===== config.mk =====
export PLATFORM = sky130hd
export DESIGN_NAME = rsn_ram
export DESIGN_NICKNAME = d
export VERILOG_FILES = /design/src/hw/rtl/rsn_ram.sv
export SDC_FILE = /design/constraint.sdc
export NUM_CORES = 1
export LEC_CHECK = 0
export BUFFER_PORTS_ARGS = -buffer_cell sky130_fd_sc_hd__buf_2
export CAP_MARGIN = 40
export CORE_MARGIN = 5
export CORE_UTILIZATION = 55
export DETAILED_ROUTE_END_ITERATION = 8
export GPL_ROUTABILITY_DRIVEN = 0
export GPL_TIMING_DRIVEN = 0
export HOLD_SLACK_MARGIN = 0.06
export PLACE_DENSITY = 0.75
export RECOVER_POWER = 100
export SYNTH_ARGS = -nofsm -noshare
export SYNTH_HDL_FRONTEND = slang
export SYNTH_SLANG_ARGS = --single-unit

===== constraint.sdc =====
create_clock -name i_clk -period 12.8 [get_ports i_clk]
set_input_delay 2.56 -clock i_clk [delete_from_list [all_inputs] [get_ports i_clk]]
set_output_delay 2.56 -clock i_clk [all_outputs]
set_load 0.005 [all_outputs]

===== src/hw/rtl/rsn_ram.sv =====
// Generic single-write, single-read synchronous RAM, read data registered.
// No dependencies.
module rsn_ram #(
    parameter int WIDTH = 128,
    parameter int DEPTH = 16,
    localparam int AW   = $clog2(DEPTH > 1 ? DEPTH : 2)
) (
    input  logic             i_clk,
    input  logic             i_we,
    input  logic [AW-1:0]    i_waddr,
    input  logic [WIDTH-1:0] i_wdata,
    input  logic             i_re,
    input  logic [AW-1:0]    i_raddr,
    output logic [WIDTH-1:0] o_rdata
);

    logic [WIDTH-1:0] r_mem [DEPTH];
    logic [WIDTH-1:0] r_rdata;

    always_ff @(posedge i_clk) begin
        if (i_we) begin
            r_mem[i_waddr] <= i_wdata;
        end
        if (i_re) begin
            r_rdata <= r_mem[i_raddr];
        end
    end

    assign o_rdata = r_rdata;

endmodule


==> results of run 1 <==
==> registers in the layout (all words and copies together) (netlist names) <==
register	flops
r_mem	2048
o_rdata	128
==> tightest hold or removal path, cell delays in order (launching register included) <==
cell and delay, ns:
edfxtp_1 0.32, mux4_2 0.22, a22oi_1 0.06, nand2_1 0.05
==> kinds of logic after synthesis <==
| group | count (synthesis) | synth area share, % |
|---|---|---|
| DFF | 2176 | 80.9 |
| muxes | 565 | 14.5 |
| AOI/OAI and AO/OA | 273 | 2.55 |
| buffers and inverters | 176 | 1.06 |
| and+or+nand+nor | 167 | 0.952 |
==> final cells by class <==
class	instances	area, sq um	share of cell area, %
Clock inverter	124	1340	1.45
Tap cell	1917	2400	2.61
Buffer	176	816	0.888
Antenna cell	27	67.6	0.0735
Clock buffer	252	5460	5.94
Sequential cell	2176	65300	71.1
Timing Repair Buffer	444	1940	2.11
Multi-Input combinational cell	1005	14500	15.8
==> metal layers <==
metal  up-vias  global-route usage, %  part of all wire [%]
met3       381                   7.04                    11
met4        14                   10.3                   3.6
met1     20931                   35.8                    37
met5         -                      0                 0.046
met2      2640                   41.8                    49
li1      15779                      -                     -
==> power groups by stage <==
stage          logic (mW)  registers, mW  clock network [mW]
2_1_floorplan       0.383           8.23                   0
3_3_place_gp        0.707           8.26                   0
3_5_place_dp        0.765           8.23                   0
4_1_cts             0.775           8.08                6.20
5_1_grt             0.779           8.09                6.51
6_report            0.733           8.09                6.14
==> per-stage QoR <==
step                      total power [mW]  worst slack, ns  cells  utilization (%)  setup TNS [ns]
after floorplan                       8.61            0.313   3357                -               0
after global placement                8.97           -11.39   5538             57.9        -9406.54
after detailed placement              8.99             7.42   5717             59.9               0
after CTS                             15.1             8.30   6093             64.5               0
after global routing                  15.4             4.24   6106             63.0               0
final                                 15.0             4.50   6121             63.0               0
==> layout by cell type (no fill, tap or decap), types with 17 or more instances in the layout <==
cell type / Yosys / final
clkinv_1: 0 / 42
diode_2: 0 / 27
clkbuf_16: 0 / 212
buf_2: 86 / 118
mux2i_1: 24 / 24
nand2_1: 95 / 95
mux4_2: 477 / 477
o221ai_1: 23 / 23
o21ai_0: 17 / 17
edfxtp_1: 2176 / 2176
a22oi_1: 215 / 215
clkinv_2: 0 / 36
mux2_2: 64 / 63
bufinv_16: 0 / 27
clkbuf_1: 65 / 499
nor2b_1: 29 / 29
==> worst paths after layout <==
| check | start | end | slack [ns] | cells past startpoint |
|---|---|---|---|---|
| min | r_mem[15][50] | o_rdata[50] | 0.75 | 3 |
| max reg2reg | r_mem[6][2] | o_rdata[2] | 11.08 | 4 |
| min reg2reg | r_mem[15][50] | o_rdata[50] | 0.75 | 3 |
| max | i_waddr[0] | r_mem[9][16] | 4.50 | 7 |
==> results.ini, run 1 <==
[status]
status=finished, violations left
violations=max-capacitance violations, max-slew violations

[pwr]
p_per_area_mw_per_mm2=163
irDropWorstVdd_v=0.000135
swShare_pct=20.7
seq_power_share_pct=54.1
pwr-share-clk_pct=41.0
combPwrFrac_pct=4.9
p_int_mw=11.9
leakagePower_nw=28.8
p_sw_mw=3.09

[yosys]
synth_cells=3357
yosysMostFrequentCell=edfxtp_1
ys_seq_area_share_pct=80.9
synthFlopType=edfxtp_1
synth_largest_area_cell=edfxtp_1
synth_warnings=0
netlist_area_sq_mm=0.0807
synth_edf_count=2176
ys_seq_elements=2176
async_flop_share_pct=0
yosysTopAreaCellShare_pct=80.9
netlist_top_cells_area=edfxtp_1 81%, mux4_2 13%, a22oi_1 2.0%, mux2_2 0.89%, buf_2 0.53%
synth_common_cells=2,176 x edfxtp_1, 477 x mux4_2, 215 x a22oi_1
synth.avg_cell_area_sq_um=24.0
syn_nets=3496
synth_cell_types=24

[global_routing]
grt_max_degree=86
grtUsageTotal_pct=26.4
grt_overflow=0
antenna_found_initial=37
first_global_vias=40763
grt_first_pass_wirelength_um=289000

[floorplan]
die_y_um=393
coreArea_sq_mm=0.146
num_rows=140
dieArea_sq_mm=0.155
ioPinCount=267
initial_core_util_pct=55.4
die_x_um=393

[setup_path]
critPathKind=in -> reg
critPathSlowestCell=nor2_1
cp_data_arrival_time_ns=8.71
cp_max_fo=18
path_cells=clkbuf_1, nand2b_1, nor2_1, clkbuf_1, clkbuf_1, clkbuf_1, clkbuf_1
cp.required_ns=13.21
crit_path_frequent_cell=clkbuf_1
endpoint_kind=flop
critical-path-top-delay-family=buffers and inverters
crit_path_start_kind=input port
critPathMaxStageDelay_ns=1.51
path_buf_inv=5

[cts]
clkTransAtPathRegs_ns=0.06
postCtsHoldBufs=0
insertion_delay_ns=0.82
cts_buffer_depth=3
post_cts_resize_count=0
cts_buffers=205
cts_sinks=2176
cts_tree=done
h-tree-depth=4
post_cts_buffers=0
clock-root-buffer=clkbuf_16

[layout]
drive_gt1_share_pct=23.7
nNetsFinal=4147
n_fill_cell=9524
postLayoutCellArea_sq_mm=0.0919
area_growth_pct=13.8

[timing]
hold_viol=0
rsz0062_at_grt=false
skew_ns=0.0293
final_max_slew_viol_count=1103
period_needed_ns=8.30
worstMarginPinSlew_ns=2.85
holdWs_ns=0.747
fin_crit_sh_pct=64.9
timing.fmax_mhz=120
slew-limit-headroom_pct=-90.0
final-setup-viol-count=0

[route]
via_count=39745
wirelength_um=203000
drt_pass1_iterations=5
dr.first_iter.drc_count=5516
vias_per_cell=6.49
antenna_left=0
avgRoutedWirePerCell_um=33.1
remaining_drc_errors=0

[place]
io_buffers=264
place_hpwl_um=126000
placed_area_sq_mm=0.0873

[min_path]
min_path_type=reg -> reg

[job]
cap_violations=54

Note: power is estimated with default switching activity, not from simulation.
==> run 2, diff against run 1 <==
- clock period: 12.8 -> 7.19 ns (I/O delays scaled with it)
==> run 2 against run 1 <==
  * The run still ends with max-capacitance violations, max-slew violations left
  * Clock skew up 0.0063 ns
  * Sequential share of layout area fell by 0.22 points
  * Power grew 75%
  * Critical path depth down 1
  * Hold slack got worse by 0.0091 ns
  * Final area rose by 0.31%
  * Combinational power is 80% higher
  * Worst setup slack got worse by 2.6 ns
  * Final cell count fell by 0.49%
  * Clock-buffer cell count down 12
  * Critical path type unchanged
==> results.ini, run 2 (synthesized netlist as in run 1, its figures left out) <==
[cts]
cts_buffer_depth=3  ; unchanged
cts_sinks=2176  ; unchanged
clkTransAtPathRegs_ns=0.07  ; about the same
insertion_delay_ns=0.84  ; +0.02 ns
cts_tree=done
h-tree-depth=4  ; unchanged
postCtsHoldBufs=0  ; unchanged
post_cts_resize_count=0  ; unchanged
post_cts_buffers=0  ; unchanged
cts_buffers=203  ; -0.98%
clock-root-buffer=clkbuf_16

[pwr]
pwr-share-clk_pct=39.9  ; -1.1 points
swShare_pct=21.2  ; +0.55 points
p_per_area_mw_per_mm2=284  ; +74%
leakagePower_nw=28.9  ; +0.46%
power_mw=26.1  ; +75%
p_int_mw=20.6  ; +74%
p_sw_mw=5.55  ; +79%
irDropWorstVdd_v=0.000249  ; +84%
combPwrFrac_pct=5.0  ; about the same
seq_power_share_pct=55.1  ; +1.0 points

[place]
io_buffers=264  ; unchanged
place_hpwl_um=125000  ; -0.47%
place_ws_ns=2.93  ; -4.49 ns

[layout]
drive_gt1_share_pct=24.7  ; +0.95 points
final_util_pct=63.2  ; +0.19 points
area_growth_pct=14.2
multiInputGateArea_sq_mm=0.0145  ; about the same
n_fill_cell=9429  ; -1.0%
most-common-layout-cells=2,176 x edfxtp_1, 477 x mux4_2, 424 x clkbuf_1, 215 x a22oi_1, 205 x clkbuf_16
nNetsFinal=4112  ; -0.84%
regArea_sq_mm=0.0653  ; unchanged
largest_reg_flops=2048  ; unchanged
final_common_cell=edfxtp_1
top_register=r_mem

[route]
drt_pass1_iterations=5  ; unchanged
avgRoutedWirePerCell_um=33.2  ; +0.38%
antenna_left=0  ; unchanged
dr.first_iter.drc_count=5553  ; +0.67%
via_count=39790  ; +0.11%
remaining_drc_errors=0  ; unchanged
wirelength_um=202000  ; -0.11%
vias_per_cell=6.53  ; +0.61%

[status]
violations=max-capacitance violations, max-slew violations
status=finished, violations left

[timing]
setup_tns_ns=0  ; unchanged
final-setup-viol-count=0  ; unchanged
rsz0062_at_grt=false
worstMarginPinSlew_ns=4.03  ; +1.18 ns
period_needed_ns=5.34
skew_ns=0.0356  ; +0.00633 ns
setup_ws_ns=1.85  ; -2.65 ns
hold_viol=0  ; unchanged
slew-limit-headroom_pct=-168  ; -78 points
timing.fmax_mhz=187
fin_crit_sh_pct=74.3
final_max_slew_viol_count=764  ; -31%

[floorplan]
ioPinCount=267  ; unchanged
die_y_um=393  ; unchanged
initial_core_util_pct=55.4  ; unchanged
num_rows=140  ; unchanged
die_x_um=393  ; unchanged
coreArea_sq_mm=0.146  ; unchanged
dieArea_sq_mm=0.155  ; unchanged

[setup_path]
critPathKind=in -> reg
cp_max_fo=14  ; -4
cp_data_arrival_time_ns=5.77  ; -2.94 ns
crit_path_start_kind=input port
cp.required_ns=7.62  ; -5.59 ns
endpoint_kind=flop
r2r_cells=3  ; -1

[global_routing]
grtUsageTotal_pct=26.4  ; -0.056 points
grt_overflow=0  ; unchanged
first_global_vias=40312  ; -1.1%
antenna_found_initial=38  ; +2.7%
grt_first_pass_wirelength_um=288000  ; -0.35%
grt_max_degree=85  ; -1.2%

[min_path]
min_path_type=reg -> reg
min_path_cells=3  ; unchanged

[job]
cap_violations=41  ; -24%

-- run 2: power by group through the flow --
stage / logic, mW / clock network (mW) / registers, mW
global route: 1.40 / 11.1 / 14.4
global placement: 1.26 / 0 / 14.7
floorplan: 0.683 / 0 / 14.6
finish: 1.32 / 10.4 / 14.4
CTS: 1.39 / 10.5 / 14.4
detailed placement: 1.37 / 0 / 14.6
-- run 2: per-layer routing --
layer,up-vias,global-route usage (%),part of all wire [%],wire [um]
li1,15742,-,-,-
met4,10,9.34,3.3,6730
met5,-,0,0.029,58
met1,20924,36.9,37,74000
met3,367,6.40,11,23100
met2,2747,41.4,49,98600
-- run 2: final cells by class --
type,count,area share (%)
sequential,2176,70.9
multi-input combinational,1005,15.8
clock buffer,240,5.71
timing repair buffer,411,2.77
tap,1917,2.60
clock inverter,137,1.27
buffer,176,0.897
antenna,29,0.0787
-- run 2: path summary, 6_finish.rpt --
| path | start | endpoint | slack (ns) |
|---|---|---|---|
| max | i_waddr[2] | r_mem[2][83] | 1.85 |
| min | r_mem[14][58] | o_rdata[58] | 0.74 |
| max reg2reg | r_mem[4][42] | o_rdata[42] | 5.51 |
| min reg2reg | r_mem[14][58] | o_rdata[58] | 0.74 |
-- run 2: stage by stage --
step | std cells | area (sq um) | hold slack [ns]
after floorplan | 3357 | 80800 | 0.710
after global placement | 5538 | 84500 | 0.722
after detailed placement | 5684 | 87600 | 0.737
after CTS | 6061 | 94000 | 0.746
after global routing | 6074 | 92100 | 0.774
final | 6091 | 92200 | 0.738
-- run 2: critical path: stages --
cell and delay [ns]:
clkbuf_1 0.11, or3b_2 0.54, nor2_1 0.49, clkbuf_1 1.03, clkbuf_1 1.03, clkbuf_1 1.08
