==> config.mk <==
export PLATFORM = sky130hd
export DESIGN_NAME = rsn_sqdiv
export DESIGN_NICKNAME = d
export VERILOG_FILES = /design/src/hw/rtl/rsn_pkg.sv /design/src/hw/rtl/rsn_sqdiv.sv
export SDC_FILE = /design/constraint.sdc
export NUM_CORES = 1
export LEC_CHECK = 0
export ABC_CLOCK_PERIOD_IN_PS = 7700
export BUFFER_PORTS_ARGS = -buffer_cell sky130_fd_sc_hd__buf_4
export CAP_MARGIN = 20
export CORE_ASPECT_RATIO = 2
export CORE_MARGIN = 3
export CORE_UTILIZATION = 30
export CTS_CLUSTER_SIZE = 12
export DETAILED_ROUTE_END_ITERATION = 7
export PLACE_DENSITY = 0.44
export SLEW_MARGIN = 25
export SYNTH_ARGS = -nofsm -noshare
export SYNTH_HDL_FRONTEND = slang
export SYNTH_SLANG_ARGS = --single-unit
==> constraint.sdc <==
create_clock -name i_clk -period 7.7 [get_ports i_clk]
set_input_delay 1.155 -clock i_clk [delete_from_list [all_inputs] [get_ports i_clk]]
set_output_delay 1.155 -clock i_clk [all_outputs]
set_load 0.01 [all_outputs]
==> src/hw/rtl/rsn_pkg.sv <==
// Shared types, widths and constants of the ray/sphere nearest-hit block.
// No dependencies; used by every other file of the block except rsn_ram.
package rsn_pkg;

    localparam int COORD_W = 32;               // Q16.16 port fields
    localparam int CO_W    = COORD_W + 1;      // origin minus center
    localparam int H_W     = 66;               // CO.D
    localparam int K_W     = 67;               // CO.CO - r*r
    localparam int DEN_W   = 64;               // D.D, always >= 0
    localparam int MUL_W   = 68;               // signed multiplier operand
    localparam int PROD_W  = 136;              // signed product / discriminant
    localparam int DIG_W   = 16;               // multiplier digit per cycle
    localparam int NUM_DIG = (MUL_W + DIG_W - 1) / DIG_W;
    localparam int ROOT_W  = PROD_W / 2;       // floor(sqrt) width
    localparam int REM_W   = ROOT_W + 2;       // sqrt remainder
    localparam int NUM_W   = 70;               // -H +/- S
    localparam int T_W     = 35;               // saturated root, signed
    localparam int SAT_BIT = 33;               // roots clamp to +/-2^33

    localparam logic signed [T_W-1:0] T_UNBOUNDED = 35'sh080000000;  // 2^31
    localparam logic [SAT_BIT:0]      T_SAT_MAG   = 34'h200000000;   // 2^33
    localparam logic [COORD_W-1:0]    T_NOHIT_UNB = 32'h7FFFFFFF;

    localparam logic OPC_WRITE = 1'b0;
    localparam logic OPC_CAST  = 1'b1;

    typedef enum logic [3:0] {
        ST_IDLE,
        ST_MU_GO,
        ST_MU_WT,
        ST_RD,
        ST_CO,
        ST_SQ_GO,
        ST_SQ_WT,
        ST_DV_GO,
        ST_DV_WT,
        ST_DONE
    } t_state;

    // multiply program: A once per ray, then H, K and Q per sphere
    typedef enum logic [3:0] {
        MS_A_DX, MS_A_DY, MS_A_DZ,
        MS_H_X,  MS_H_Y,  MS_H_Z,
        MS_K_X,  MS_K_Y,  MS_K_Z, MS_K_R,
        MS_Q_HH, MS_Q_AK
    } t_mstep;

    typedef enum logic [3:0] {
        OPND_DX, OPND_DY, OPND_DZ,
        OPND_CX, OPND_CY, OPND_CZ,
        OPND_R,  OPND_A,  OPND_H, OPND_K
    } t_opnd;

    typedef enum logic [1:0] {ACC_SET, ACC_ADD, ACC_SUB} t_accop;
    typedef enum logic [2:0] {DST_NONE, DST_A, DST_H, DST_K, DST_Q} t_dst;
    typedef enum logic {IT_SQRT, IT_DIV} t_itmode;

    typedef struct packed {
        t_opnd  a_sel;
        t_opnd  b_sel;
        t_accop acc;
        t_dst   dst;
    } t_step;

    typedef struct packed {
        logic signed [COORD_W-1:0] rad;
        logic signed [COORD_W-1:0] cz;
        logic signed [COORD_W-1:0] cy;
        logic signed [COORD_W-1:0] cx;
    } t_sphere;

    function automatic t_step step_ctl(input t_mstep step);
        t_step s;
        s = '{a_sel: OPND_DX, b_sel: OPND_DX, acc: ACC_SET, dst: DST_NONE};
        unique case (step)
            MS_A_DX: s = '{a_sel: OPND_DX, b_sel: OPND_DX, acc: ACC_SET, dst: DST_NONE};
            MS_A_DY: s = '{a_sel: OPND_DY, b_sel: OPND_DY, acc: ACC_ADD, dst: DST_NONE};
            MS_A_DZ: s = '{a_sel: OPND_DZ, b_sel: OPND_DZ, acc: ACC_ADD, dst: DST_A};
            MS_H_X:  s = '{a_sel: OPND_CX, b_sel: OPND_DX, acc: ACC_SET, dst: DST_NONE};
            MS_H_Y:  s = '{a_sel: OPND_CY, b_sel: OPND_DY, acc: ACC_ADD, dst: DST_NONE};
            MS_H_Z:  s = '{a_sel: OPND_CZ, b_sel: OPND_DZ, acc: ACC_ADD, dst: DST_H};
            MS_K_X:  s = '{a_sel: OPND_CX, b_sel: OPND_CX, acc: ACC_SET, dst: DST_NONE};
            MS_K_Y:  s = '{a_sel: OPND_CY, b_sel: OPND_CY, acc: ACC_ADD, dst: DST_NONE};
            MS_K_Z:  s = '{a_sel: OPND_CZ, b_sel: OPND_CZ, acc: ACC_ADD, dst: DST_NONE};
            MS_K_R:  s = '{a_sel: OPND_R,  b_sel: OPND_R,  acc: ACC_SUB, dst: DST_K};
            MS_Q_HH: s = '{a_sel: OPND_H,  b_sel: OPND_H,  acc: ACC_SET, dst: DST_NONE};
            MS_Q_AK: s = '{a_sel: OPND_A,  b_sel: OPND_K,  acc: ACC_SUB, dst: DST_Q};
            default: ;
        endcase
        return s;
    endfunction

endpackage

==> src/hw/rtl/rsn_sqdiv.sv <==
// Bit-serial unit: floor square root (2 radicand bits per cycle) or
// unsigned restoring division (1 quotient bit per cycle). Depends on rsn_pkg.
module rsn_sqdiv #(
    parameter int DVW = 86
) (
    input  logic                              i_clk,
    input  logic                              i_rst_n,
    input  logic                              i_start,
    input  rsn_pkg::t_itmode                  i_mode,
    input  logic [rsn_pkg::PROD_W-1:0]        i_rad,
    input  logic [DVW-1:0]                    i_num,
    input  logic [rsn_pkg::DEN_W-1:0]         i_den,
    output logic                              o_done,
    output logic [rsn_pkg::ROOT_W-1:0]        o_root,
    output logic [DVW-1:0]                    o_quot
);

    localparam int NMAX = (DVW > rsn_pkg::ROOT_W) ? DVW : rsn_pkg::ROOT_W;
    localparam int CW   = $clog2(NMAX + 1);
    localparam int DW   = rsn_pkg::DEN_W;

    rsn_pkg::t_itmode              r_mode, n_mode;
    logic                          r_run, n_run;
    logic                          r_done, n_done;
    logic [CW-1:0]                 r_cnt, n_cnt;
    logic [rsn_pkg::PROD_W-1:0]    r_x, n_x;
    logic [rsn_pkg::REM_W-1:0]     r_rem, n_rem;
    logic [rsn_pkg::ROOT_W-1:0]    r_root, n_root;
    logic [DVW-1:0]                r_num, n_num;
    logic [DW-1:0]                 r_drem, n_drem;
    logic [DW-1:0]                 r_den, n_den;
    logic [DVW-1:0]                r_quot, n_quot;
    logic [rsn_pkg::REM_W-1:0]     rem2, trial;
    logic [DW:0]                   rr;
    logic                          ge_s, ge_d;

    always_comb begin
        rem2   = {r_rem[rsn_pkg::REM_W-3:0], r_x[rsn_pkg::PROD_W-1 -: 2]};
        trial  = {r_root, 2'b01};
        ge_s   = (rem2 >= trial);
        rr     = {r_drem, r_num[DVW-1]};
        ge_d   = (rr >= {1'b0, r_den});
        n_mode = r_mode;
        n_run  = r_run;
        n_done = 1'b0;
        n_cnt  = r_cnt;
        n_x    = r_x;
        n_rem  = r_rem;
        n_root = r_root;
        n_num  = r_num;
        n_drem = r_drem;
        n_den  = r_den;
        n_quot = r_quot;
        if (i_start) begin
            n_mode = i_mode;
            n_run  = 1'b1;
            n_cnt  = (i_mode == rsn_pkg::IT_SQRT) ? CW'(rsn_pkg::ROOT_W) : CW'(DVW);
            n_x    = i_rad;
            n_rem  = '0;
            n_root = '0;
            n_num  = i_num;
            n_drem = '0;
            n_den  = i_den;
            n_quot = '0;
        end else if (r_run) begin
            n_cnt = r_cnt - 1'b1;
            if (r_cnt == CW'(1)) begin
                n_run  = 1'b0;
                n_done = 1'b1;
            end
            unique case (r_mode)
                rsn_pkg::IT_SQRT: begin
                    n_rem  = ge_s ? (rem2 - trial) : rem2;
                    n_root = {r_root[rsn_pkg::ROOT_W-2:0], ge_s};
                    n_x    = r_x << 2;
                end
                rsn_pkg::IT_DIV: begin
                    n_drem = ge_d ? DW'(rr - {1'b0, r_den}) : DW'(rr);
                    n_quot = {r_quot[DVW-2:0], ge_d};
                    n_num  = r_num << 1;
                end
                default: ;
            endcase
        end
    end

    always_ff @(posedge i_clk) begin
        if (!i_rst_n) begin
            r_run  <= 1'b0;
            r_done <= 1'b0;
        end else begin
            r_run  <= n_run;
            r_done <= n_done;
        end
    end

    always_ff @(posedge i_clk) begin
        r_mode <= n_mode;
        r_cnt  <= n_cnt;
        r_x    <= n_x;
        r_rem  <= n_rem;
        r_root <= n_root;
        r_num  <= n_num;
        r_drem <= n_drem;
        r_den  <= n_den;
        r_quot <= n_quot;
    end

    assign o_done = r_done;
    assign o_root = r_root;
    assign o_quot = r_quot;

endmodule

==> results_dict.tcl <==
set metrics [dict create \
    cts_tree "yes" \
    yosys_most_used_dff "edfxtp_1" \
    dp_slack_ns 3.06 \
    grt_pass1_wl_mm 146 \
    setup_tns_ns 0 \
    max_freq_mhz 219 \
    synth_edf_count 294 \
    cpLargestDelayFamily "compound AO/OA/AOI/OAI gates" \
    critical_path_arrival_ns 5.13 \
    root_buffer "clkbuf_16" \
    path_clk_slew_ns 0.06 \
    timing.final.crit_period_ns 4.57 \
    ys_seq_area_frac 0.488 \
    finalHoldViolations 0 \
    avgSynthCellArea_um2 9.95 \
    grt_usage 0.180 \
    synth.cell_area_um2 29900 \
    grt_pass1_vias 24600 \
    final_area_um2 36400 \
    postCtsSetupBuffers 0 \
    drt_first_pass_iters 5 \
    start_kind "flop" \
    synthesis.nets 3435 \
    required_ns 8.25 \
    holdCritPathClass "flop to flop" \
    placed_cell_area_um2 34500 \
    dp_cells 4615 \
    p_leak_nw 14.8 \
    via_count 23400 \
    route.detailed.drc 0 \
    crit_buf_inv 1 \
    htree_levels 2 \
    ys_types 69 \
    ant_nets 0 \
    multiInputGateArea_um2 14100 \
    place.gp.congestion 0.871 \
    p_per_area_nw_per_um2 290 \
    routedWlPerCell_um 20.3 \
    syn_to_final_growth_pct 21.7 \
    grt.overflow.total 0 \
    yosysWarnings 0 \
    initialDrtViolationCount 1072 \
    core_area_um2 98900 \
    slowest_delay_ns 0.77 \
    antenna_found_initial 8 \
    path_max_fanout 18 \
    cts-resized-gates 0 \
    drive_above_1_share 0.232 \
    dpl.hpwl_mm 70.7 \
    drv_slew 0 \
    synthArstFlopShare 0 \
    endpoint_kind "flop" \
    routed_wl_mm 96.0 \
    setup_viol 0 \
    skew_ns 0.0230 \
    nets 3784 \
    final_cells 4729 \
    tightest_slew_ns 1.04 \
    worstSetupPathType "flop to flop" \
    clock-sinks 582 \
    ys_ff_latch 582 \
    die_w_um 229 \
    ctsLongestPathBuffers 3 \
    regArea_um2 14600 \
    cts_buffers 60 \
    fill_cells 10100 \
    max-slew-margin-rel 0.299 \
    worst_ir_drop_vdd_mv 0.200 \
    grt_max_degree 139 \
    max_cap_violations 0 \
    io_buffers 444 \
    critical-path-slowest-cell "nand2_1" \
    hold_buffers 0 \
    viasPerCell 4.95 \
    die-area_um2 104000 \
    period_share 0.594 \
    pin_count 445 \
    status "complete, no violations" \
    num_rows 163 \
    finalWorstSetupSlack_ns 3.13 \
    die_y_um 453 \
    synth_cells 3008 \
    worstPathCellList "inv_1, ha_1, nand3_1, o21ai_1, a21oi_1, o211a_1, o31a_1, o41a_1, nand2b_1, o31ai_4, nand2_1, o211ai_1" \
    clock_latency_ns 0.66 \
    initial_core_util 0.303 \
    grt_setup_unrepaired "false" \
]
## cells by family after synthesis
family                     Yosys count  share of synthesized area
buffers and inverters              355                     0.0451
and+or+nand+nor                    716                      0.105
DFF                                582                      0.488
adders and majority gates          137                     0.0575
muxes                              269                     0.0991
xor gates and xnor gates           126                     0.0369
AOI/OAI and AO/OA                  823                      0.168
## final cells by class
type                    count  area share
multi-input cells        2071       0.386
clock buffers              93      0.0458
repair buffers            467      0.0973
flip-flops and latches    582       0.400
clock inverters            18     0.00690
inverters                 175      0.0182
well taps                1320      0.0453
diodes                      3    0.000206
## registers in the layout, indices dropped and copies added (netlist names), 7 cells and up
name,flops
o_quot,86
r_cnt,7
r_num,86
r_rem,68
r_x,136
r_drem,64
o_root,68
r_den,64
## cell usage in the layout, fill, tap and decap left out, types with 8 or more instances in the layout
master       n
buf_4      464
nand2_1    344
a21oi_1    294
edfxtp_1   294
dfxtp_1    288
mux2_2     219
inv_1      172
nor2_1     159
ha_1       136
o21ai_1    105
o21ai_0     76
o22ai_1     67
xnor2_1     66
a21o_1      64
xor2_1      60
clkbuf_16   60
nand4_1     51
mux2i_1     50
nor3_1      48
a211oi_1    42
o21bai_1    33
clkbuf_1    26
nand3_1     21
o21a_1      17
a32oi_1     17
and2_1      16
nand2b_1    15
a221o_1     15
and3_1      14
a31oi_1     14
nor2b_1     11
nor4_1       9
a221oi_1     9
o31a_1       8
clkinv_2     8
## where the power goes
group / total, mW / switching (mW) / internal (mW)
combinational: 3.97 / 2.38 / 1.58
clock: 2.96 / 1.33 / 1.63
sequential: 3.63 / 0.111 / 3.52
## layer usage
layer  share of wire  GRT usage  routed length [µm]
met1            0.35      0.178               33700
met2            0.56      0.361               54200
met3           0.054     0.0424                5150
met4           0.031     0.0599                3000
met5         0.00059          0                  57
## metrics by stage
step	power (mW)	utilization	hold slack [ns]
after detailed placement	7.68	0.349	0.451
after floorplan	6.46	-	0.442
after global routing	11.2	0.368	0.486
after CTS	10.7	0.368	0.461
final	10.6	0.368	0.456
after global placement	7.69	0.349	0.448
## cells in the mapped netlist (9+ instances only)
master | n | area [µm²]
xor2_1 | 60 | 526
edfxtp_1 | 294 | 8830
nand2b_1 | 15 | 93.8
ha_1 | 136 | 1700
o21a_1 | 17 | 128
mux2_2 | 219 | 2470
nor3_1 | 49 | 245
a32oi_1 | 17 | 149
nor2b_1 | 11 | 68.8
and2_1 | 17 | 106
a211oi_1 | 42 | 315
inv_1 | 172 | 646
o21bai_1 | 33 | 248
a221oi_1 | 9 | 78.8
nor2_1 | 159 | 597
a31oi_1 | 14 | 87.6
mux2i_1 | 50 | 500
buf_1 | 10 | 37.5
o31a_1 | 9 | 78.8
o21ai_1 | 106 | 531
nor4_1 | 9 | 56.3
a221o_1 | 15 | 150
a21o_1 | 64 | 480
nand2_1 | 346 | 1300
dfxtp_1 | 288 | 5770
o21ai_0 | 76 | 380
and3_1 | 14 | 87.6
nand4_1 | 51 | 319
o22ai_1 | 67 | 419
a21oi_1 | 295 | 1480
clkbuf_1 | 163 | 612
xnor2_1 | 66 | 578
nand3_1 | 22 | 110
## worst paths after layout
| check | start | cells after the start | slack (ns) | end |
|---|---|---|---|---|
| setup / recovery | o_root[3]$_SDFFE_PP0P_ | 12 | 3.13 | r_rem[43]$_SDFFE_PP0P_ |
| hold / removal | o_quot[85]$_SDFFE_PP0P_ | 2 | 0.46 | o_quot[85]$_SDFFE_PP0P_ |
| setup reg to reg | o_root[3]$_SDFFE_PP0P_ | 12 | 3.13 | r_rem[43]$_SDFFE_PP0P_ |
| hold reg to reg | o_quot[85]$_SDFFE_PP0P_ | 2 | 0.46 | o_quot[85]$_SDFFE_PP0P_ |
## tightest hold or removal path, cell delays in order, from the launching register on
cell     delay [ns]
dfxtp_1        0.31
nand2_1        0.05
a21oi_1        0.05
No activity file was read; power rests on OpenSTA's default activity.
