`src/hw/rtl/rsn_pkg.sv`:
```
// Shared types, widths and constants of the ray/sphere nearest-hit block.
// No dependencies; used by every other file of the block except rsn_ram.
package rsn_pkg;

    localparam int COORD_W = 32;               // Q16.16 port fields
    localparam int CO_W    = COORD_W + 1;      // origin minus center
    localparam int H_W     = 66;               // CO.D
    localparam int K_W     = 67;               // CO.CO - r*r
    localparam int DEN_W   = 64;               // D.D, always >= 0
    localparam int MUL_W   = 68;               // signed multiplier operand
    localparam int PROD_W  = 136;              // signed product / discriminant
    localparam int DIG_W   = 16;               // multiplier digit per cycle
    localparam int NUM_DIG = (MUL_W + DIG_W - 1) / DIG_W;
    localparam int ROOT_W  = PROD_W / 2;       // floor(sqrt) width
    localparam int REM_W   = ROOT_W + 2;       // sqrt remainder
    localparam int NUM_W   = 70;               // -H +/- S
    localparam int T_W     = 35;               // saturated root, signed
    localparam int SAT_BIT = 33;               // roots clamp to +/-2^33

    localparam logic signed [T_W-1:0] T_UNBOUNDED = 35'sh080000000;  // 2^31
    localparam logic [SAT_BIT:0]      T_SAT_MAG   = 34'h200000000;   // 2^33
    localparam logic [COORD_W-1:0]    T_NOHIT_UNB = 32'h7FFFFFFF;

    localparam logic OPC_WRITE = 1'b0;
    localparam logic OPC_CAST  = 1'b1;

    typedef enum logic [3:0] {
        ST_IDLE,
        ST_MU_GO,
        ST_MU_WT,
        ST_RD,
        ST_CO,
        ST_SQ_GO,
        ST_SQ_WT,
        ST_DV_GO,
        ST_DV_WT,
        ST_DONE
    } t_state;

    // multiply program: A once per ray, then H, K and Q per sphere
    typedef enum logic [3:0] {
        MS_A_DX, MS_A_DY, MS_A_DZ,
        MS_H_X,  MS_H_Y,  MS_H_Z,
        MS_K_X,  MS_K_Y,  MS_K_Z, MS_K_R,
        MS_Q_HH, MS_Q_AK
    } t_mstep;

    typedef enum logic [3:0] {
        OPND_DX, OPND_DY, OPND_DZ,
        OPND_CX, OPND_CY, OPND_CZ,
        OPND_R,  OPND_A,  OPND_H, OPND_K
    } t_opnd;

    typedef enum logic [1:0] {ACC_SET, ACC_ADD, ACC_SUB} t_accop;
    typedef enum logic [2:0] {DST_NONE, DST_A, DST_H, DST_K, DST_Q} t_dst;
    typedef enum logic {IT_SQRT, IT_DIV} t_itmode;

    typedef struct packed {
        t_opnd  a_sel;
        t_opnd  b_sel;
        t_accop acc;
        t_dst   dst;
    } t_step;

    typedef struct packed {
        logic signed [COORD_W-1:0] rad;
        logic signed [COORD_W-1:0] cz;
        logic signed [COORD_W-1:0] cy;
        logic signed [COORD_W-1:0] cx;
    } t_sphere;

    function automatic t_step step_ctl(input t_mstep step);
        t_step s;
        s = '{a_sel: OPND_DX, b_sel: OPND_DX, acc: ACC_SET, dst: DST_NONE};
        unique case (step)
            MS_A_DX: s = '{a_sel: OPND_DX, b_sel: OPND_DX, acc: ACC_SET, dst: DST_NONE};
            MS_A_DY: s = '{a_sel: OPND_DY, b_sel: OPND_DY, acc: ACC_ADD, dst: DST_NONE};
            MS_A_DZ: s = '{a_sel: OPND_DZ, b_sel: OPND_DZ, acc: ACC_ADD, dst: DST_A};
            MS_H_X:  s = '{a_sel: OPND_CX, b_sel: OPND_DX, acc: ACC_SET, dst: DST_NONE};
            MS_H_Y:  s = '{a_sel: OPND_CY, b_sel: OPND_DY, acc: ACC_ADD, dst: DST_NONE};
            MS_H_Z:  s = '{a_sel: OPND_CZ, b_sel: OPND_DZ, acc: ACC_ADD, dst: DST_H};
            MS_K_X:  s = '{a_sel: OPND_CX, b_sel: OPND_CX, acc: ACC_SET, dst: DST_NONE};
            MS_K_Y:  s = '{a_sel: OPND_CY, b_sel: OPND_CY, acc: ACC_ADD, dst: DST_NONE};
            MS_K_Z:  s = '{a_sel: OPND_CZ, b_sel: OPND_CZ, acc: ACC_ADD, dst: DST_NONE};
            MS_K_R:  s = '{a_sel: OPND_R,  b_sel: OPND_R,  acc: ACC_SUB, dst: DST_K};
            MS_Q_HH: s = '{a_sel: OPND_H,  b_sel: OPND_H,  acc: ACC_SET, dst: DST_NONE};
            MS_Q_AK: s = '{a_sel: OPND_A,  b_sel: OPND_K,  acc: ACC_SUB, dst: DST_Q};
            default: ;
        endcase
        return s;
    endfunction

endpackage

```
`src/hw/rtl/rsn_mul.sv`:
```
// Iterative signed multiplier, one 16-bit digit of the second operand per cycle.
// Depends on rsn_pkg.
module rsn_mul (
    input  logic                               i_clk,
    input  logic                               i_rst_n,
    input  logic                               i_start,
    input  logic signed [rsn_pkg::MUL_W-1:0]   i_a,
    input  logic signed [rsn_pkg::MUL_W-1:0]   i_b,
    output logic                               o_done,
    output logic signed [rsn_pkg::PROD_W-1:0]  o_prod
);

    localparam int BW = rsn_pkg::NUM_DIG * rsn_pkg::DIG_W;
    localparam int CW = $clog2(rsn_pkg::NUM_DIG + 1);
    localparam int PW = rsn_pkg::MUL_W + rsn_pkg::DIG_W;

    logic                        r_run, n_run;
    logic                        r_fin, n_fin;
    logic                        r_done, n_done;
    logic [CW-1:0]               r_cnt, n_cnt;
    logic [rsn_pkg::MUL_W-1:0]   r_ma, n_ma;
    logic [BW-1:0]               r_mb, n_mb;
    logic [rsn_pkg::PROD_W-1:0]  r_acc, n_acc;
    logic [rsn_pkg::PROD_W-1:0]  r_prod, n_prod;
    logic                        r_neg, n_neg;
    logic [PW-1:0]               pp;
    logic [rsn_pkg::MUL_W-1:0]   mag_a, mag_b;

    always_comb begin
        mag_a  = i_a[rsn_pkg::MUL_W-1] ? unsigned'(-i_a) : unsigned'(i_a);
        mag_b  = i_b[rsn_pkg::MUL_W-1] ? unsigned'(-i_b) : unsigned'(i_b);
        pp     = r_ma * r_mb[BW-1 -: rsn_pkg::DIG_W];
        n_run  = r_run;
        n_fin  = 1'b0;
        n_done = r_fin;
        n_cnt  = r_cnt;
        n_ma   = r_ma;
        n_mb   = r_mb;
        n_acc  = r_acc;
        n_neg  = r_neg;
        n_prod = r_prod;
        if (i_start) begin
            n_run = 1'b1;
            n_cnt = CW'(rsn_pkg::NUM_DIG);
            n_ma  = mag_a;
            n_mb  = BW'(mag_b);
            n_acc = '0;
            n_neg = i_a[rsn_pkg::MUL_W-1] ^ i_b[rsn_pkg::MUL_W-1];
        end else if (r_run) begin
            n_acc = (r_acc << rsn_pkg::DIG_W) + rsn_pkg::PROD_W'(pp);
            n_mb  = r_mb << rsn_pkg::DIG_W;
            n_cnt = r_cnt - 1'b1;
            if (r_cnt == CW'(1)) begin
                n_run = 1'b0;
                n_fin = 1'b1;
            end
        end
        if (r_fin) begin
            n_prod = r_neg ? -r_acc : r_acc;
        end
    end

    always_ff @(posedge i_clk) begin
        if (!i_rst_n) begin
            r_run  <= 1'b0;
            r_fin  <= 1'b0;
            r_done <= 1'b0;
        end else begin
            r_run  <= n_run;
            r_fin  <= n_fin;
            r_done <= n_done;
        end
    end

    always_ff @(posedge i_clk) begin
        r_cnt  <= n_cnt;
        r_ma   <= n_ma;
        r_mb   <= n_mb;
        r_acc  <= n_acc;
        r_neg  <= n_neg;
        r_prod <= n_prod;
    end

    assign o_done = r_done;
    assign o_prod = signed'(r_prod);

endmodule

```
`config.mk`:
```
export PLATFORM = sky130hd
export DESIGN_NAME = rsn_mul
export DESIGN_NICKNAME = d
export VERILOG_FILES = /design/src/hw/rtl/rsn_pkg.sv /design/src/hw/rtl/rsn_mul.sv
export SDC_FILE = /design/constraint.sdc
export NUM_CORES = 2
export LEC_CHECK = 0
export CELL_PAD_IN_SITES_DETAIL_PLACEMENT = 0
export CELL_PAD_IN_SITES_GLOBAL_PLACEMENT = 1
export CORE_MARGIN = 2
export CORE_UTILIZATION = 56
export DETAILED_ROUTE_END_ITERATION = 16
export DONT_BUFFER_PORTS = 1
export PLACE_DENSITY = 0.95
export SYNTH_ARGS = -nofsm -noshare
export SYNTH_HDL_FRONTEND = slang
export SYNTH_SLANG_ARGS = --single-unit
```
`constraint.sdc`:
```
create_clock -name i_clk -period 12.15 [get_ports i_clk]
set_input_delay 1.8225 -clock i_clk [delete_from_list [all_inputs] [get_ports i_clk]]
set_output_delay 1.8225 -clock i_clk [all_outputs]
set_load 0.02 [all_outputs]
```
==> results by stage <==
Logic synthesis:
- The cell accounting for the most synthesized area is sky130_fd_sc_hd__fa_1.
- Summing every instance area after synthesis gives 57100 sq um.
- The per-instance average area after synthesis is 9.04 sq um.
- The number of synthesized flops with an enable pin is 273.
- After synthesis, the cell types taking the most area are sky130_fd_sc_hd__fa_1, sky130_fd_sc_hd__edfxtp_1, sky130_fd_sc_hd__inv_1, sky130_fd_sc_hd__nand2_1, sky130_fd_sc_hd__dfxtp_1.
- Synthesis produced 6317 cells.
- In the synthesized netlist the dominant register cell turns out to be sky130_fd_sc_hd__edfxtp_1.
- Of all flip-flops after synthesis, the portion carrying an async set or reset was 0%.
- Sorting the synthesized cells by how often they occur yields sky130_fd_sc_hd__inv_1, sky130_fd_sc_hd__nand2_1, sky130_fd_sc_hd__fa_1.
- Of the synthesized area, sequential elements account for 19.8%.
- The most numerous cell in the Yosys netlist is sky130_fd_sc_hd__inv_1.
- The synthesized design devotes to its leading area cell type 34.7% of total area.
- Synthesis inferred 427 register bits.
- The total nets after synthesis is 7623.
- In this run, distinct cell masters in the synthesized netlist total 74.
- For this run, the number of Yosys warnings is 0.

STA:
- Derived from the worst setup path, the maximum achievable clock frequency is 112 MHz.
- Adding up every negative setup slack in the final design gives 0 ns.
- Of the available clock period, the critical path in the final layout requires 73.6%.
- Measured against its own limit, the worst slew margin works out to 17.1%.
- The final setup skew is 0.0326 ns.
- At the pin with the least slew margin, the transition time is 1.24 ns.
- The final critical-path required period is 8.95 ns.
- The number of endpoints with negative hold slack in the final report is 0.
- Setup repair after global routing left no endpoint under its margin.
- The final number of max-transition violations is 0.
- The total of endpoints with negative setup slack in the final report is 0.

Drt:
- The routed length per placed instance is 22.7 microns.
- The number of DRC violations after detailed routing is 0.
- The remaining number of nets flagged by the antenna check after routing is 0.
- The number of vias in the routed layout is 43500.
- For this block, the initial DRC count from the detailed router was 3741.
- The first TritonRoute pass finished after 6 iterations.
- The final routed wirelength across all metal layers is 169000 microns.
- After detailed routing, the number of vias per cell comes to 5.85.

Critical path:
- The worst setup path is of the reg -> reg kind.
- The register-to-register setup slack is 3.20 ns.
- In this run the critical register-to-register path is captured at r_acc[79].
- The end of the critical path is r_acc[79].
- The worst path required time is 12.68 ns.
- STA puts the critical path data arrival time at 9.47 ns.
- The worst register-to-register path begins at r_mb[76].
- The worst setup path is captured at a register.
- The start point of the critical path is r_mb[76].
- The worst-case reg-to-reg path depth is 22.
- The highest net fanout along the worst path is 60.
- STA classifies the critical path startpoint as a register.

Cells and area:
- From synthesis to final layout, the design area changed by 3.97%.
- The fraction of final layout cells sized beyond drive strength 1 is 3.07%.
- The final-layout fill cell count is 8767.
- The total number of nets in the final design is 7334.

Clock network:
- The depth of the CTS H-tree is 2.
- The clock-pin slew on the worst setup and hold paths is 0.07 ns.
- The clock network latency to the later pin of the worst-skew pair is 0.67 ns.
- For this design, the CTS-stage hold fixing added 0 buffers.
- Buffers added to address setup during post-CTS repair amount to 0.
- In this run, CTS created clock tree buffers numbering 49.
- CTS saw 427 sinks.
- The CTS tree is built.
- In this run the clock root is driven by a sky130_fd_sc_hd__clkbuf_16.
- The number of gates resized after cts is 0.
- No sink is reached through more buffers than the 3 on the longest clock path.

GRT:
- Entering global routing, the biggest net connects 275 pins.
- The number of global-route vias before repair is 45100.
- The initial antenna violation count is 14.
- After global routing the overflow that remains totals 0.
- The first global-routing pass estimated 264000 microns of wire.
- Global routing consumed, over all layers together, 33.3% of the routing resources.

Floorplan:
- The number of cell rows is 117.
- The die is 323 microns wide.
- The overall die height is 323 microns.
- The I/O pin count is 276.
- The area enclosed by the die boundary is 104000 sq um.
- The core box area is 101000 sq um.
- The initial utilization of the core area, before any placement, comes to 56.3%.

Placed design:
- During placement, the flow inserted port buffers numbering 0.
- The routability congestion estimate is 0.998.
- Detailed placement ended at an HPWL of 128000 microns.

Status:
- The run finished with clean final reports.

Min path:
- The path type of the worst min-delay path is reg -> reg.

Job:
- The tool flagged a number of max-cap violations equal to 0.
[cells in the final DEF (no fill, tap or decap), types with 31 or more instances in the layout]
master and n:
sky130_fd_sc_hd__inv_1 1260, sky130_fd_sc_hd__nand2_1 994, sky130_fd_sc_hd__fa_1 990, sky130_fd_sc_hd__and2_1 327, sky130_fd_sc_hd__xnor2_1 285, sky130_fd_sc_hd__edfxtp_1 273, sky130_fd_sc_hd__nor2_1 212, sky130_fd_sc_hd__o21ai_0 186
sky130_fd_sc_hd__ha_1 177, sky130_fd_sc_hd__a21oi_1 169, sky130_fd_sc_hd__dfxtp_1 140, sky130_fd_sc_hd__xor2_1 108, sky130_fd_sc_hd__o31ai_1 96, sky130_fd_sc_hd__nand4_1 69, sky130_fd_sc_hd__nand3_1 58, sky130_fd_sc_hd__a21o_1 58
sky130_fd_sc_hd__mux2i_1 57, sky130_fd_sc_hd__nor3_1 52, sky130_fd_sc_hd__or3_1 51, sky130_fd_sc_hd__clkbuf_16 49, sky130_fd_sc_hd__a211oi_1 32, sky130_fd_sc_hd__or4_1 31
[sequential cells by signal, summed over array words and instances, names as in the netlist]
name    cells
r_mb       80
r_run       1
r_cnt       3
r_neg       1
r_acc     136
o_prod    136
r_ma       68
o_done      1
n_done      1
[logic make-up (layout without fill, tap and decap cells)]
family          count (synthesis)  in the layout  share of synthesized area [%]
other cells                     0              4                              0
compound gates                696            696                           7.74
mux                            64             64                           1.14
buf+inv                      1630           1381                           10.7
simple gates                 1940           1940                           16.0
flops                         427            427                           19.8
xor+xnor                      393            393                           6.03
fa+ha+maj                    1167           1167                           38.6
[stage by stage]
stage | cells | setup slack [ns] | instance area, sq um | hold slack [ns] | util [%]
6_report | 7440 | 3.20 | 59300 | 0.477 | 58.5
5_1_grt | 7438 | 2.80 | 59300 | 0.497 | 58.5
4_1_cts | 7436 | 3.36 | 59300 | 0.477 | 58.5
3_5_place_dp | 7345 | 3.39 | 57700 | 0.469 | 56.9
3_3_place_gp | 7345 | 3.38 | 57700 | 0.464 | 56.9
2_1_floorplan | 6317 | 4.53 | 57100 | 0.456 | -
[routing by layer]
metal	up-vias	track usage, %	wire (microns)
met5	-	0	36
met1	21900	44.6	65300
met3	422	8.61	18900
met2	2316	51.5	76200
li1	18900	-	-
met4	6	14.0	8090
[worst max-delay path: stages (launching register included)]
cell                        delay, ns
sky130_fd_sc_hd__dfxtp_2         0.54
sky130_fd_sc_hd__buf_4           0.77
sky130_fd_sc_hd__nand2_1         0.19
sky130_fd_sc_hd__fa_1            0.57
sky130_fd_sc_hd__inv_1           0.05
sky130_fd_sc_hd__fa_1            0.48
sky130_fd_sc_hd__fa_1            0.54
sky130_fd_sc_hd__fa_1            0.53
sky130_fd_sc_hd__fa_1            0.63
sky130_fd_sc_hd__inv_1           0.09
sky130_fd_sc_hd__fa_1            0.56
sky130_fd_sc_hd__inv_1           0.05
sky130_fd_sc_hd__ha_1            0.41
sky130_fd_sc_hd__a21oi_1         0.29
sky130_fd_sc_hd__o21bai_1        0.13
sky130_fd_sc_hd__a211oi_1        0.52
sky130_fd_sc_hd__o22ai_1         0.18
sky130_fd_sc_hd__a2111oi_0       0.93
sky130_fd_sc_hd__a311oi_1        0.44
sky130_fd_sc_hd__nor3_1          0.49
sky130_fd_sc_hd__o31ai_1         0.14
sky130_fd_sc_hd__xnor2_1         0.17
sky130_fd_sc_hd__o22ai_1         0.08
[worst min path at each step]
stage | start | end | cells after the start
after floorplan | r_cnt[1] | r_cnt[1] | 2
after global placement | r_mb[56] | r_mb[72] | 2
after CTS | r_cnt[1] | r_cnt[1] | 2
final | r_cnt[1] | r_cnt[1] | 2
after global routing | r_cnt[1] | r_cnt[1] | 2
after detailed placement | r_cnt[1] | r_cnt[1] | 2
[area by class of cell]
class | instances | area (sq um) | share of cell area [%]
Clock buffer | 62 | 1330 | 2.23
Tap cell | 1368 | 1710 | 2.88
Sequential cell | 427 | 11300 | 19.1
Timing Repair Buffer | 28 | 210 | 0.354
Clock inverter | 29 | 324 | 0.546
Antenna cell | 4 | 10.0 | 0.0169
Inverter | 1262 | 4740 | 7.99
Multi-Input combinational cell | 4260 | 39700 | 66.9
Power is not shown: default switching activity piles up to over one toggle a cycle in this logic, so the estimate is an artifact.
